**src/hw/rtl/button_led_pattern_sequencer_core_defines.svh**
```systemverilog
// Assertion macros shared by the lamp sequencer RTL.
`ifndef BUTTON_LED_PATTERN_SEQUENCER_CORE_DEFINES_SVH
`define BUTTON_LED_PATTERN_SEQUENCER_CORE_DEFINES_SVH

// Check a property on every clock edge outside reset.
`define BLPS_ASSERT(label, clk, rst, prop, msg) \
   label: assert property (@(posedge clk) disable iff (rst) (prop)) else $error(msg);

// Check that a condition implies a consequence on the same clock edge.
`define BLPS_ASSERT_IMPL(label, clk, rst, cond, cons, msg) \
   label: assert property (@(posedge clk) disable iff (rst) (cond) |-> (cons)) else $error(msg);

`endif

```
**src/hw/rtl/blps_pkg.sv**
```systemverilog
// Shared types, state codes, masks and pattern tables of the lamp sequencer.
`default_nettype none
package blps_pkg;

   localparam int LAMP_W = 11;
   localparam int HIST_W = 8;
   localparam int CODE_W = 4;

   localparam logic [LAMP_W-1:0] LAMP_ALL_OFF = 11'h7FF;
   localparam logic [LAMP_W-1:0] LAMP_ALL_ON  = 11'h000;
   localparam logic [HIST_W-1:0] WAKE_HISTORY = 8'b1111_0000;
   localparam logic [HIST_W-1:0] REL_MASK     = 8'b0000_1111;
   localparam logic [HIST_W-1:0] PAIR_MASK    = 8'h03;
   // button mask 0x111 seen through the 8-bit history is 0x11
   localparam logic [HIST_W-1:0] MODE_MASK    = 8'h11;

   localparam logic [CODE_W-1:0] ST_OFF        = 4'd0;
   localparam logic [CODE_W-1:0] ST_WAIT_REL   = 4'd1;
   localparam logic [CODE_W-1:0] ST_WAIT_PRESS = 4'd2;
   localparam logic [CODE_W-1:0] ST_WAIT_REL2  = 4'd3;
   localparam logic [CODE_W-1:0] ST_WAIT_FREE  = 4'd4;
   localparam logic [CODE_W-1:0] ST_CHASE_SYNC = 4'd5;
   localparam logic [CODE_W-1:0] ST_CHASE_RUN  = 4'd6;
   localparam logic [CODE_W-1:0] ST_WAVE_SYNC  = 4'd7;
   localparam logic [CODE_W-1:0] ST_WAVE_RUN   = 4'd8;
   localparam logic [CODE_W-1:0] ST_RAND_SYNC  = 4'd9;
   localparam logic [CODE_W-1:0] ST_RAND_RUN   = 4'd10;

   localparam logic [1:0] MODE_CHASE  = 2'd0;
   localparam logic [1:0] MODE_WAVE   = 2'd1;
   localparam logic [1:0] MODE_RANDOM = 2'd2;

   localparam logic [CODE_W-1:0] CHASE_LAST = 4'd10;
   localparam logic [CODE_W-1:0] WAVE_LAST  = 4'd6;

   typedef struct packed {
      logic [HIST_W-1:0] hist;
      logic [CODE_W-1:0] code;
      logic [CODE_W-1:0] idx;
      logic              long_seen;
      logic [LAMP_W-1:0] lamp;
   } blps_state_type;

   typedef struct packed {
      logic [LAMP_W-1:0] lamp;
      logic [CODE_W-1:0] idx;
   } blps_pattern_type;

   function automatic logic [LAMP_W-1:0] wave_lit(input logic [2:0] pos);
      logic [LAMP_W-1:0] lit;
      case (pos)
         3'd0:    lit = 11'b000_0001_1000;
         3'd1:    lit = 11'b000_0010_0111;
         3'd2:    lit = 11'b100_0100_0000;
         3'd3:    lit = 11'b010_1000_0000;
         3'd4:    lit = 11'b001_0000_0000;
         default: lit = 11'b000_0000_0000;
      endcase
      return lit;
   endfunction

endpackage
`default_nettype wire

```
**src/hw/rtl/blps_pattern.sv**
```systemverilog
// Lamp pattern generator for chase, wave and random modes.
`default_nettype none
module blps_pattern (
   input  wire logic [1:0]                   mode,
   input  wire logic [blps_pkg::CODE_W-1:0]  idx,
   input  wire logic [blps_pkg::LAMP_W-1:0]  random_word,
   input  wire logic [blps_pkg::LAMP_W-1:0]  lamp_cur,
   output blps_pkg::blps_pattern_type        pat
);
   import blps_pkg::*;

   always_comb begin
      pat.lamp = lamp_cur;
      pat.idx  = idx;
      case (mode)
         MODE_CHASE: begin
            if (idx <= CHASE_LAST) begin
               pat.lamp = ~(LAMP_W'(1) << idx);
            end else begin
               pat.lamp = LAMP_ALL_OFF;
            end
            pat.idx = (idx >= CHASE_LAST) ? '0 : idx + 1'b1;
         end
         MODE_WAVE: begin
            if (idx <= WAVE_LAST) begin
               pat.lamp = ~wave_lit(idx[2:0]);
            end
            pat.idx = (idx >= WAVE_LAST) ? '0 : idx + 1'b1;
         end
         default: begin
            pat.lamp = random_word;
         end
      endcase
   end

endmodule
`default_nettype wire

```
**src/hw/rtl/blps_step.sv**
```systemverilog
// Next-state logic for one tick: history shift, mode steps and chained button waits.
`default_nettype none
module blps_step (
   input  wire logic                         button_level,
   input  wire logic [blps_pkg::LAMP_W-1:0]  random_word,
   input  wire blps_pkg::blps_state_type     cur,
   output blps_pkg::blps_state_type          nxt
);
   import blps_pkg::*;

   logic [HIST_W-1:0] shifted;
   logic [CODE_W-1:0] code_ofs;
   logic [1:0]        mode;
   blps_pattern_type  pat;
   blps_state_type    s;

   assign shifted  = {cur.hist[HIST_W-2:0], button_level};
   assign code_ofs = cur.code - ST_CHASE_SYNC;
   assign mode     = code_ofs[2:1];

   blps_pattern u_pattern (
      .mode        (mode),
      .idx         (cur.idx),
      .random_word (random_word),
      .lamp_cur    (cur.lamp),
      .pat         (pat)
   );

   always_comb begin
      s = cur;
      case (cur.code) inside
         ST_OFF: begin
            if (!button_level) begin
               s.lamp = LAMP_ALL_ON;
               s.hist = WAKE_HISTORY;
               s.code = ST_WAIT_REL;
            end
         end
         ST_CHASE_SYNC, ST_WAVE_SYNC, ST_RAND_SYNC: begin
            s.hist = shifted;
            s.lamp = pat.lamp;
            s.idx  = pat.idx;
            s.code = cur.code + 1'b1;
         end
         ST_CHASE_RUN, ST_WAVE_RUN, ST_RAND_RUN: begin
            s.hist = shifted;
            if ((shifted & MODE_MASK) == '0) begin
               s.code = ST_WAIT_FREE;
               s.idx  = {2'b00, mode} + 1'b1;
            end else begin
               s.lamp = pat.lamp;
               s.idx  = pat.idx;
            end
         end
         ST_WAIT_REL, ST_WAIT_PRESS, ST_WAIT_REL2, ST_WAIT_FREE: begin
            s.hist = shifted;
         end
         default: begin
            s.lamp = LAMP_ALL_OFF;
            s.code = ST_OFF;
         end
      endcase

      // chain the waits that the same history already satisfies
      if (s.code == ST_WAIT_REL && (s.hist & REL_MASK) == REL_MASK) begin
         s.code = ST_WAIT_PRESS;
      end
      if (s.code == ST_WAIT_PRESS && (s.hist & PAIR_MASK) == '0) begin
         s.code      = ST_WAIT_REL2;
         s.long_seen = 1'b0;
      end
      if (s.code == ST_WAIT_REL2) begin
         if (s.hist == '0) begin
            s.long_seen = 1'b1;
         end
         if ((s.hist & PAIR_MASK) == PAIR_MASK) begin
            if (s.long_seen) begin
               s.code = ST_WAIT_FREE;
               s.idx  = '0;
            end else begin
               s.code = ST_OFF;
               s.lamp = LAMP_ALL_OFF;
            end
         end
      end
      if (s.code == ST_WAIT_FREE && (s.hist & MODE_MASK) == MODE_MASK) begin
         case (s.idx)
            {2'b00, MODE_CHASE}:  s.code = ST_CHASE_SYNC;
            {2'b00, MODE_WAVE}:   s.code = ST_WAVE_SYNC;
            {2'b00, MODE_RANDOM}: s.code = ST_RAND_SYNC;
            default: begin
               s.code = ST_OFF;
               s.lamp = LAMP_ALL_OFF;
            end
         endcase
         s.idx = '0;
      end
      nxt = s;
   end

endmodule
`default_nettype wire

```
**src/hw/rtl/button_led_pattern_sequencer_core.sv**
```systemverilog
// Top level of the button-driven eleven-lamp pattern sequencer.
// Usage:
//   The req channel carries one transaction per 0.1 s tick: the sampled button level
//   (1 released, 0 pressed) and an 11-bit random pattern word. Every req transaction
//   yields exactly one rsp transaction with the active-low lamp drive bits, the
//   sequencer step code (0 means off) and a sampling flag.
//   Path: a transaction is captured in the input register; when the rsp side is free,
//   the sequencer state and the result register then update together and rsp_valid
//   rises.
//   Throughput: one transaction per clock while rsp_ready is high; next-state logic is
//   a single short pass between the input register and the state/result registers.
//   Stall: while rsp_ready is low the result register holds its transaction and the
//   input register can still take one more transaction; req_ready drops only when
//   both are full.
//   Reset: synchronous, active high; the sequencer goes off with all lamps dark, the
//   press history and mode index cleared, and both channels empty.
`default_nettype none
`include "button_led_pattern_sequencer_core_defines.svh"
module button_led_pattern_sequencer_core (
   input  wire logic                         clock,
   input  wire logic                         reset,
   input  wire logic                         req_valid,
   output logic                              req_ready,
   input  wire logic                         req_button_level,
   input  wire logic [blps_pkg::LAMP_W-1:0]  req_random_word,
   output logic                              rsp_valid,
   input  wire logic                         rsp_ready,
   output logic [blps_pkg::LAMP_W-1:0]       rsp_lamp_drive_n,
   output logic [blps_pkg::CODE_W-1:0]       rsp_sequence_step,
   output logic                              rsp_sampling_on
);
   import blps_pkg::*;

   logic              in_valid_ff, in_valid_in;
   logic              in_level_ff;
   logic [LAMP_W-1:0] in_rnd_ff;
   blps_state_type    state_ff, state_in;
   logic              out_valid_ff, out_valid_in;
   logic              advance;
   logic              req_take;

   assign advance   = in_valid_ff && (!out_valid_ff || rsp_ready);
   assign req_ready = !in_valid_ff || advance;
   assign req_take  = req_valid && req_ready;

   assign in_valid_in  = req_take || (in_valid_ff && !advance);
   assign out_valid_in = advance || (out_valid_ff && !rsp_ready);

   blps_step u_step (
      .button_level (in_level_ff),
      .random_word  (in_rnd_ff),
      .cur          (state_ff),
      .nxt          (state_in)
   );

   always_ff @(posedge clock) begin
      if (reset) begin
         in_valid_ff  <= 1'b0;
         out_valid_ff <= 1'b0;
      end else begin
         in_valid_ff  <= in_valid_in;
         out_valid_ff <= out_valid_in;
      end
   end

   always_ff @(posedge clock) begin
      if (req_take) begin
         in_level_ff <= req_button_level;
         in_rnd_ff   <= req_random_word;
      end
   end

   always_ff @(posedge clock) begin
      if (reset) begin
         state_ff.hist      <= '0;
         state_ff.code      <= ST_OFF;
         state_ff.idx       <= '0;
         state_ff.long_seen <= 1'b0;
         state_ff.lamp      <= LAMP_ALL_OFF;
      end else if (advance) begin
         state_ff <= state_in;
      end
   end

   assign rsp_valid         = out_valid_ff;
   assign rsp_lamp_drive_n  = state_ff.lamp;
   assign rsp_sequence_step = state_ff.code;
   assign rsp_sampling_on   = (state_ff.code != ST_OFF);

   `BLPS_ASSERT(a_code_range, clock, reset, state_ff.code <= ST_RAND_RUN, "step code out of range")
   `BLPS_ASSERT_IMPL(a_off_dark, clock, reset, state_ff.code == ST_OFF,
                     state_ff.lamp == LAMP_ALL_OFF, "lamps lit while off")
   `BLPS_ASSERT_IMPL(a_state_hold, clock, reset, !advance,
                     ##1 $stable(state_ff), "state moved without a transaction")

endmodule
`default_nettype wire

```
**config.mk**
```make
export PLATFORM = sky130hd
export DESIGN_NAME = button_led_pattern_sequencer_core
export DESIGN_NICKNAME = d
export VERILOG_FILES = /design/src/hw/rtl/blps_pkg.sv /design/src/hw/rtl/blps_pattern.sv /design/src/hw/rtl/blps_step.sv /design/src/hw/rtl/button_led_pattern_sequencer_core.sv
export VERILOG_INCLUDE_DIRS = /design/src /design/src/hw/rtl
export SDC_FILE = /design/constraint.sdc
export NUM_CORES = 1
export LEC_CHECK = 0
export BUFFER_PORTS_ARGS = -buffer_cell sky130_fd_sc_hd__clkbuf_2
export CAP_MARGIN = 20
export CORE_MARGIN = 1.5
export CORE_UTILIZATION = 50
export DETAILED_ROUTE_END_ITERATION = 8
export GPL_TIMING_DRIVEN = 0
export PLACE_DENSITY = 0.69
export SYNTH_ARGS = -nofsm -noshare
export SYNTH_HDL_FRONTEND = slang
export SYNTH_SLANG_ARGS = --single-unit
```
**constraint.sdc**
```tcl
create_clock -name clock -period 8.54 [get_ports clock]
set_input_delay 1.708 -clock clock [delete_from_list [all_inputs] [get_ports clock]]
set_output_delay 1.708 -clock clock [all_outputs]
set_load 0.03 [all_outputs]
```
# Yosys cells after proc, flatten, opt, wreduce, memory -nomap -nowiden
# Cells that the tools add are included.
dict set report word_totals {
  reg_bits 42
  latch_bits 0
  ram_bits 0
  romBits 0
  out_inout_bits 18
  wordCells 115
  n_memories 0
}
dict set report classes {
  addsub 4
  n_mul 0
  div 0
  n_lt_le_gt_ge 4
  n_eq_ne 24
  n_shift 1
  muxes 44
  n_bitwise 2
  reduce_logical 27
}
# cell n
set ops {}
lappend ops {{2-to-1 mux 11 bit} 14}
lappend ops {{2-to-1 mux 4 bit} 14}
lappend ops {{case mux 11 bit (5 select lines)} 1}
lappend ops {{2-to-1 mux 8 bit} 6}
lappend ops {{logical NOT 8 bit} 3}
lappend ops {{inverter 11 bit} 2}
lappend ops {{case mux 11 bit (2 select lines)} 1}
lappend ops {{equality test 4 x 2 -> 1 bit (second input constant)} 5}
lappend ops {{equality test 4 x 3 -> 1 bit (second input constant)} 5}
lappend ops {{2-to-1 mux 20 bit} 1}
lappend ops {{equality test 4 bit (second input constant)} 4}
lappend ops {{equality test 4 x 1 -> 1 bit (second input constant)} 3}
lappend ops {{2-to-1 mux 12 bit} 1}
lappend ops {{case mux 4 bit (3 select lines)} 1}
lappend ops {{<< shifter 1 x 4 -> 11 bit (first input constant)} 1}
lappend ops {{OR reduction 3 bit} 3}
lappend ops {{adder 4 x 1 -> 4 bit (second input constant)} 2}
lappend ops {{logical NOT 4 bit} 2}
lappend ops {{case mux 4 bit (2 select lines)} 1}
lappend ops {{logical AND 1 bit} 7}
lappend ops {{equality test 3 x 2 -> 1 bit (second input constant)} 2}
lappend ops {{equality test 2 bit (second input constant)} 2}
lappend ops {{>= comparator 4 x 3 -> 1 bit (second input constant)} 1}
lappend ops {{>= comparator 4 bit (second input constant)} 1}
lappend ops {{15 further kinds} 23}

# Logic depth before layout (Yosys ltp)
# Gate-level depths: netlist of run 1.
dict set report logic_depth {
  word_depth 21
  depth_mapped 16
  mapped_depth_nobuf 13
}

# Cells and area by module
# Synthesis of run 1 repeated with hierarchy kept, for this count alone.
dict set report unflattened {
  hier_cells 426
  area_unflattened_um2 3686.0
}
# module n_inst cells_each area_per_inst_um2 seq_area_each_um2
set modules_own_cells {}
lappend modules_own_cells {button_led_pattern_sequencer_core 1 159 1773.0 960.9}
lappend modules_own_cells {blps_step 1 176 1372.6 0.0}
lappend modules_own_cells {blps_pattern 1 91 540.5 0.0}

# Least setup slack after synthesis of run 1
# OpenSTA, ideal clock, no wires.
dict set report synth_timing {
  path_kind {input to output}
  from {in rsp_ready}
  to {out req_ready}
  arrival_time_ns 2.156
  t_required_ns 6.832
  path_slack_ns 4.676
  path_stages 2
  cell_sequence {nor2b_1 -> nand2_1}
}
dict set report synth_between {
  elab_chain_len 3
}
# element line_no
set synth_lines {}
lappend synth_lines {{start: declaration} button_led_pattern_sequencer_core.sv:27} ;# input wire logic rsp_ready,
lappend synth_lines {{logical OR 1 bit} button_led_pattern_sequencer_core.sv:42} ;# assign advance = in_valid_ff && (!out_valid_ff || rsp_ready);
lappend synth_lines {{logical AND 1 bit} button_led_pattern_sequencer_core.sv:42}
lappend synth_lines {{logical OR 1 bit} button_led_pattern_sequencer_core.sv:43} ;# assign req_ready = !in_valid_ff || advance;
lappend synth_lines {{end: declaration} button_led_pattern_sequencer_core.sv:23} ;# output logic req_ready,
# No other way between the ends.

# Final worst setup path of run 1
dict set report layout_timing {
  from {reg state_ff (netlist bit rsp_sequence_step[0])}
  to {reg state_ff (netlist bit rsp_lamp_drive_n[8])}
}
dict set report layout_between {
  elab_chain_len 21
  elab_cells_between_ends 69
}
# element line_no
set layout_lines {}
lappend layout_lines {{start: declaration} button_led_pattern_sequencer_core.sv:37} ;# blps_state_type state_ff, state_in;
lappend layout_lines {{start signal: assignment} button_led_pattern_sequencer_core.sv:81} ;# state_ff <= state_in;
lappend layout_lines {{equality test 4 x 3 -> 1 bit (no line) (tied with other cells)} n/a}
lappend layout_lines {{OR reduction 4 bit} blps_step.sv:31} ;# case (cur.code) inside
lappend layout_lines {{2-to-1 mux 4 bit or 2-to-1 mux 8 bit (tied branches) (4 in a row)} blps_step.sv:31}
lappend layout_lines {{equality test 4 x 1 -> 1 bit or equality test 4 bit (tied branches)} blps_step.sv:65} ;# if (s.code == ST_WAIT_REL && (s.hist & REL_MASK) == REL_MASK) begin
lappend layout_lines {{logical AND 1 bit} blps_step.sv:65}
lappend layout_lines {{2-to-1 mux 4 bit} blps_step.sv:65}
lappend layout_lines {{equality test 4 x 2 -> 1 bit} blps_step.sv:68} ;# if (s.code == ST_WAIT_PRESS && (s.hist & PAIR_MASK) == '0) begin
lappend layout_lines {{logical AND 1 bit} blps_step.sv:68}
lappend layout_lines {{[... 2 more ...]} n/a}
lappend layout_lines {{2-to-1 mux 1 bit} blps_step.sv:72} ;# if (s.code == ST_WAIT_REL2) begin
lappend layout_lines {{2-to-1 mux 4 bit} blps_step.sv:77} ;# if (s.long_seen) begin
lappend layout_lines {{2-to-1 mux 8 bit} blps_step.sv:76} ;# if ((s.hist & PAIR_MASK) == PAIR_MASK) begin
lappend layout_lines {{2-to-1 mux 20 bit} blps_step.sv:72}
lappend layout_lines {{equality test 4 x 1 -> 1 bit (tied with other cells)} blps_step.sv:87} ;# case (s.idx)
lappend layout_lines {{OR reduction 3 bit (no line)} n/a}
lappend layout_lines {{2-to-1 mux 11 bit} blps_step.sv:87}
lappend layout_lines {{2-to-1 mux 11 bit *} blps_step.sv:86} ;# if (s.code == ST_WAIT_FREE && (s.hist & MODE_MASK) == MODE_MASK) begin
# Every way passes the cells marked *; elsewhere a longest branch is shown, timed or not. The select of a mux whose other input is x is not followed.
# A chain may end at the register's enable or synchronous reset.

==> results of run 1 <==
[logic make-up after synthesis]
group / Yosys count
AOI/OAI and AO/OA: 160
and+or+nand+nor: 135
buffers and inverters: 51
DFF: 42
adders and majority gates: 14
muxes: 3
[path summary, 6_finish.rpt]
| kind | to | cells after the start |
|---|---|---|
| hold reg to reg | state_ff[11] | 2 |
| setup reg to reg | rsp_lamp_drive_n[8] | 14 |
| setup / recovery | rsp_lamp_drive_n[8] | 14 |
| hold / removal | state_ff[11] | 2 |
[registers in the layout (all words and copies together), names as in the netlist]
| name | count |
|---|---|
| in_rnd_ff | 11 |
| in_level_ff | 1 |
| state_ff | 13 |
| in_valid_ff | 1 |
| rsp_lamp_drive_n | 11 |
| rsp_valid | 1 |
| rsp_sequence_step | 4 |
[final cells by class]
cell class | count | area [um^2]
fill | 603 | 2720
multi-input combinational | 312 | 2060
sequential | 42 | 961
buffer | 36 | 203
timing repair buffer | 33 | 165
tap | 77 | 96.3
clock buffer | 6 | 82.6
inverter | 15 | 56.3
clock inverter | 2 | 12.5
[where the power goes]
group / switching, mW / internal, mW
registers: 0.0115 / 0.216
clock network: 0.0719 / 0.0650
logic: 0.136 / 0.0758
[worst max-delay path, delay by kind of cell, from the launching register on]
family                   cells  cell delay (ps)
adder cells (fa/ha/maj)      2              400
AO/OA/AOI/OAI                5             1760
buffers and inverters        5             1160
AND/OR/NAND/NOR              2              250
flip-flops                   1              520
[layer usage]
metal / GRT usage (%) / vias to the layer above / wire length (um)
met5: 0 / - / 0
met3: 3.86 / 15 / 732
met4: 7.30 / 0 / 159
met1: 38.3 / 1610 / 4280
met2: 41.3 / 158 / 4090
li1: - / 1639 / -
[placed cells by master (no fill, tap or decap), types with 7 or more instances in the layout]
| cell type | count |
|---|---|
| clkbuf_2 | 33 |
| nor3_1 | 12 |
| buf_4 | 15 |
| nor2_1 | 50 |
| a221oi_1 | 7 |
| a21oi_1 | 24 |
| nand3_1 | 8 |
| clkbuf_1 | 14 |
| nor2b_1 | 7 |
| nand2b_1 | 8 |
| dfxtp_1 | 30 |
| inv_1 | 14 |
| nand2_1 | 23 |
| o211ai_1 | 7 |
| a31oi_1 | 14 |
| ha_1 | 14 |
| o21ai_0 | 23 |
| edfxtp_1 | 12 |
| o22ai_1 | 9 |
[metrics by stage]
step	util (%)	hold WS (ps)	cells	worst slack, ps	total power [mW]
floorplan	-	462	405	4680	0.386
global placement	55.7	489	515	4460	0.435
detailed placement	55.7	493	515	4410	0.438
CTS	57.2	508	523	4370	0.573
global route	57.2	535	523	3940	0.610
finish	57.2	512	523	4330	0.576
==> flow_summary.ini, run 1 <==
[run_status]
outcome = finished clean

[finish]
final_cell_area_um2 = 3630
diodes = 0
syn_to_final_growth_pct = 10.9
drive_above_1_share_pct = 17.0
nNetsFinal = 475

[critical_path]
path_class = reg -> reg
crit_arrival_ps = 4410
path_max_fanout = 10
slowest_stage = a211oi_1
crit_path_end_kind = flop
cp_cell_sequence = inv_1 > ha_1 > buf_2 > nor2b_1 > nor2_1 > inv_1 > ha_1 > clkbuf_1 > clkinv_1 > o21ai_0 > a221oi_1 > a211oi_1 > o311ai_0 > a221o_1
r2r_slack_ps = 4330
crit_required_ps = 8730
startpoint_type = flop
startpoint = rsp_sequence_step[0]
max_stage_delay_ps = 680
r2r-start = rsp_sequence_step[0]

[die]
core_area_um2 = 6350
num_rows = 29
die_y_um = 83.9
die_w_um = 83.9
dieArea_um2 = 7050
initial_core_util_pct = 51.6
io_pins = 34

[sta]
slew_headroom_pct = 51.4
setup-violations-final = 0
fin_crit_ps = 4210
fmax_ghz = 0.237
finalCritPeriodShare_pct = 49.3
slew_viol_final = 0
rsz0062_at_grt = no
hold_viol = 0
worst_pin_slew_ps = 724
finClkSkew_ps = 4.77
tns_ps = 0

[synth]
synth-edff-count = 12
synth_top_family_by_area = compound AO/OA/AOI/OAI gates
yosysSeqAreaShare_pct = 29.3
ys_ff_latch = 42
yosys.area_share.simple_pct = 20.7
synth-compound-area-share_pct = 35.8
synthDistinctLibCells = 72
syn_inst = 405
ys_async_sr_fraction_pct = 0
synth_area_leader_cell = dfxtp_1
synthTopCellsByArea = dfxtp_1 18%, edfxtp_1 11%, nor2_1 5.7%, ha_1 5.3%, a21oi_1 3.7%
yosysMostFrequentCell = nor2_1
synth_nets = 435
synth_area_um2 = 3280
synthAdderAreaFrac_pct = 5.35
synth_xor_area_share_pct = 0
yosysWarnings = 0
synthTopCellsByCount = 50 x nor2_1, 30 x dfxtp_1, 24 x a21oi_1
synth_top_area_share_pct = 18.3
synthMuxAreaShare_pct = 0.955
synth_area_per_cell_um2 = 8.09
synthFlopType = dfxtp_1

[hold_path]
hold_start = state_ff[11]
hold_path_class = reg -> reg

[grt]
antenna_found_initial = 0
grt_first_pass_wirelength_um = 15200
grt_pass1_vias = 3077
overflow = 0
track_usage_pct = 26.6
grt_max_degree = 14

[cts]
postCtsSetupBuffers = 0
cts_resized = 0
root_buffer = clkbuf_8
htreeDepth = 2
cts_tree = yes
cts-buffers-inserted = 5
clock_path_buffers = 2
clock_latency_ps = 300
hold_buffers = 0
cts_sinks = 42
path_clk_slew_ps = 80

[placed_design]
place_area_um2 = 3540
port_buffers = 33
gp_congestion = 0.911
hpwl_um = 6980

[route]
post_drt_wl_per_cell_um = 17.7
wl_um = 9260
via_count = 3422
ant_nets = 0
viasPerCell = 6.54
dr.first_iter.drc_count = 299
drt_pass1_iterations = 5
drc = 0

[power_and_ir_drop]
powerDensity_nw_per_um2 = 159
p_leak_nw = 1.35
peakVddDrop_v = 0.000116

[flow_run]
maxCapViolations = 0
No activity file was read; power rests on OpenSTA's default activity.
==> inputs of run 2 (changes only) <==
--- a/config.mk
+++ b/config.mk
@@ -6,6 +6,7 @@
 export SDC_FILE = /design/constraint.sdc
 export NUM_CORES = 1
 export LEC_CHECK = 0
+export ABC_AREA = 1
 export BUFFER_PORTS_ARGS = -buffer_cell sky130_fd_sc_hd__clkbuf_2
 export CAP_MARGIN = 20
 export CORE_MARGIN = 1.5
==> constraint.sdc (replaced) <==
create_clock -name clock -period 4.3 [get_ports clock]
set_input_delay 0.86 -clock clock [delete_from_list [all_inputs] [get_ports clock]]
set_output_delay 0.86 -clock clock [all_outputs]
set_load 0.03 [all_outputs]
==> flow_summary.ini, run 2 <==
[critical_path]
r2r-start = rsp_sequence_step[0]
reg2reg_depth = 22
endpoint = rsp_lamp_drive_n[8]
r2r_end = rsp_lamp_drive_n[8]
r2r_slack_ps = 720
crit_arrival_ps = 3830
startpoint_type = flop
path_common_cell = inv_1
cp_cell_sequence = inv_1 > ha_1 > nand2_4 > inv_1 > nor2_1 > inv_1 > ha_1 > clkbuf_1 > nor2_1 > inv_1 > nand3_1 > o21ai_0 > a221oi_1 > inv_1 > nand3_1 > inv_1 > nand2_1 > nand2_1 > buf_6 > nand2_1 > nand2_1 > nand2_1
startpoint = rsp_sequence_step[0]
crit_required_ps = 4550
crit_path_end_kind = flop
path_class = reg -> reg
slowest_stage = dfxtp_1
path_max_fanout = 10
max_stage_delay_ps = 510

[finish]
fillers = 667
post-route-util_pct = 56.6
final_cell_mix = 118 x nand2_1, 52 x a21oi_1, 48 x inv_1, 41 x o21ai_0, 35 x nor2_1
regMostFlops = state_ff
nNetsFinal = 579
final_common_cell = nand2_1
largest_register_ffs = 13
drive_above_1_share_pct = 18.2
diodes = 0
syn_to_final_growth_pct = 10.2

[synth]
yosysWarnings = 0
synthTopCellsByCount = 118 x nand2_1, 52 x a21oi_1, 48 x inv_1
yosysMostFrequentCell = nand2_1
synth_top_area_share_pct = 17.4
synth_area_leader_cell = dfxtp_1
syn_inst = 509
synth_nets = 539
yosysSeqAreaShare_pct = 27.9
synth-edff-count = 12
synth_area_per_cell_um2 = 6.78
synthDistinctLibCells = 45
synth_area_um2 = 3450
synthFlopType = dfxtp_1
ys_ff_latch = 42
ys_async_sr_fraction_pct = 0
synthTopCellsByArea = dfxtp_1 17%, nand2_1 13%, edfxtp_1 10%, a21oi_1 7.5%, o21ai_0 5.9%

[route]
drc = 0
post_drt_wl_per_cell_um = 14.8
ant_nets = 0
drt_pass1_iterations = 5
viasPerCell = 5.62
wl_um = 9340
dr.first_iter.drc_count = 311
via_count = 3543

[power_and_ir_drop]
peakVddDrop_v = 0.000134
comb_power_share_pct = 37.1
p_leak_nw = 1.69
clkPwrFrac_pct = 22.9
switchingPower_uw = 453
p_int_uw = 688
seq_power_share_pct = 39.9
swShare_pct = 39.7
powerDensity_nw_per_um2 = 300

[cts]
cts-buffers-inserted = 5
clock_latency_ps = 310
cts_sinks = 42
path_clk_slew_ps = 80
root_buffer = clkbuf_8
hold_buffers = 0
htreeDepth = 2
postCtsSetupBuffers = 0
clock_path_buffers = 2
cts_resized = 0
cts_tree = yes

[grt]
grt_first_pass_wirelength_um = 15500
grt_pass1_vias = 3159
grt_max_degree = 14
antenna_found_initial = 0
overflow = 0
track_usage_pct = 26.5

[die]
io_pins = 34
initial_core_util_pct = 51.3
core_area_um2 = 6720
dieArea_um2 = 7410
die_y_um = 86.1
die_w_um = 86.1
num_rows = 30

[sta]
tns_ps = 0
slew_headroom_pct = 53.7
fmax_ghz = 0.279
worst_pin_slew_ps = 692
setup-violations-final = 0
finalCritPeriodShare_pct = 83.4
finClkSkew_ps = 10.8
fin_crit_ps = 3580
rsz0062_at_grt = no
slew_viol_final = 0
hold_viol = 0

[placed_design]
gp_congestion = 0.969
port_buffers = 33
hpwl_um = 7040

[hold_path]
hold_path_class = reg -> reg
hold_start = in_valid_ff

[run_status]
outcome = finished clean

[flow_run]
maxCapViolations = 0
run 2: critical path, delay by kind of cell, from the launching register on:
family          cells  cell delay [ps]
compound gates      2              500
buf+inv             8              900
flops               1              510
simple gates       10             1140
fa+ha+maj           2              470
run 2: stage by stage:
stage | power [mW] | area (um^2) | worst slack, ps | instances | hold slack, ps
floorplan | 0.779 | 3450 | 1470 | 509 | 443
global placement | 0.876 | 3710 | 846 | 622 | 454
detailed placement | 0.879 | 3710 | 818 | 622 | 457
CTS | 1.14 | 3800 | 792 | 630 | 471
global route | 1.21 | 3800 | 334 | 630 | 492
finish | 1.14 | 3800 | 715 | 630 | 470
run 2: worst min-delay path by stage:
stage                      to  slack (ps)  cells past startpoint
finish              rsp_valid         470                      2
CTS                 rsp_valid         470                      2
global placement    rsp_valid         450                      2
floorplan           rsp_valid         440                      2
detailed placement  rsp_valid         460                      2
global route        rsp_valid         490                      2
run 2: power groups by stage:
stage	Sequential (mW)	Combinational (mW)	Clock, mW
after floorplan	0.458	0.321	0
after global placement	0.464	0.412	0
after detailed placement	0.464	0.415	0
after CTS	0.455	0.417	0.266
after global routing	0.459	0.472	0.278
final	0.456	0.424	0.262
run 2: cell type report:
cell class / count / area, um^2 / share of cell area [%]
inverter: 55 / 209 / 5.50
sequential: 42 / 961 / 25.3
clock inverter: 3 / 16.3 / 0.428
timing repair buffer: 33 / 165 / 4.35
clock buffer: 5 / 68.8 / 1.81
buffer: 38 / 230 / 6.06
multi-input combinational: 374 / 2050 / 53.9
tap: 80 / 100 / 2.63
run 2: logic make-up after synthesis:
logic type | Yosys count | synth area share [%]
AO/OA/AOI/OAI | 135 | 22.9
buffers and inverters | 93 | 12.7
adder cells (fa/ha/maj) | 14 | 5.08
flip-flops | 42 | 27.9
AND/OR/NAND/NOR | 225 | 31.4
run 2: per-layer routing:
| layer | track usage [%] | vias to the layer above | part of all wire [%] | routed length [um] |
|---|---|---|---|---|
| met4 | 7.77 | 0 | 1.6 | 146 |
| li1 | - | 1782 | - | - |
| met5 | 0 | - | 0 | 0 |
| met2 | 40.1 | 161 | 42 | 3880 |
| met1 | 38.6 | 1586 | 48 | 4480 |
| met3 | 4.43 | 14 | 8.9 | 832 |
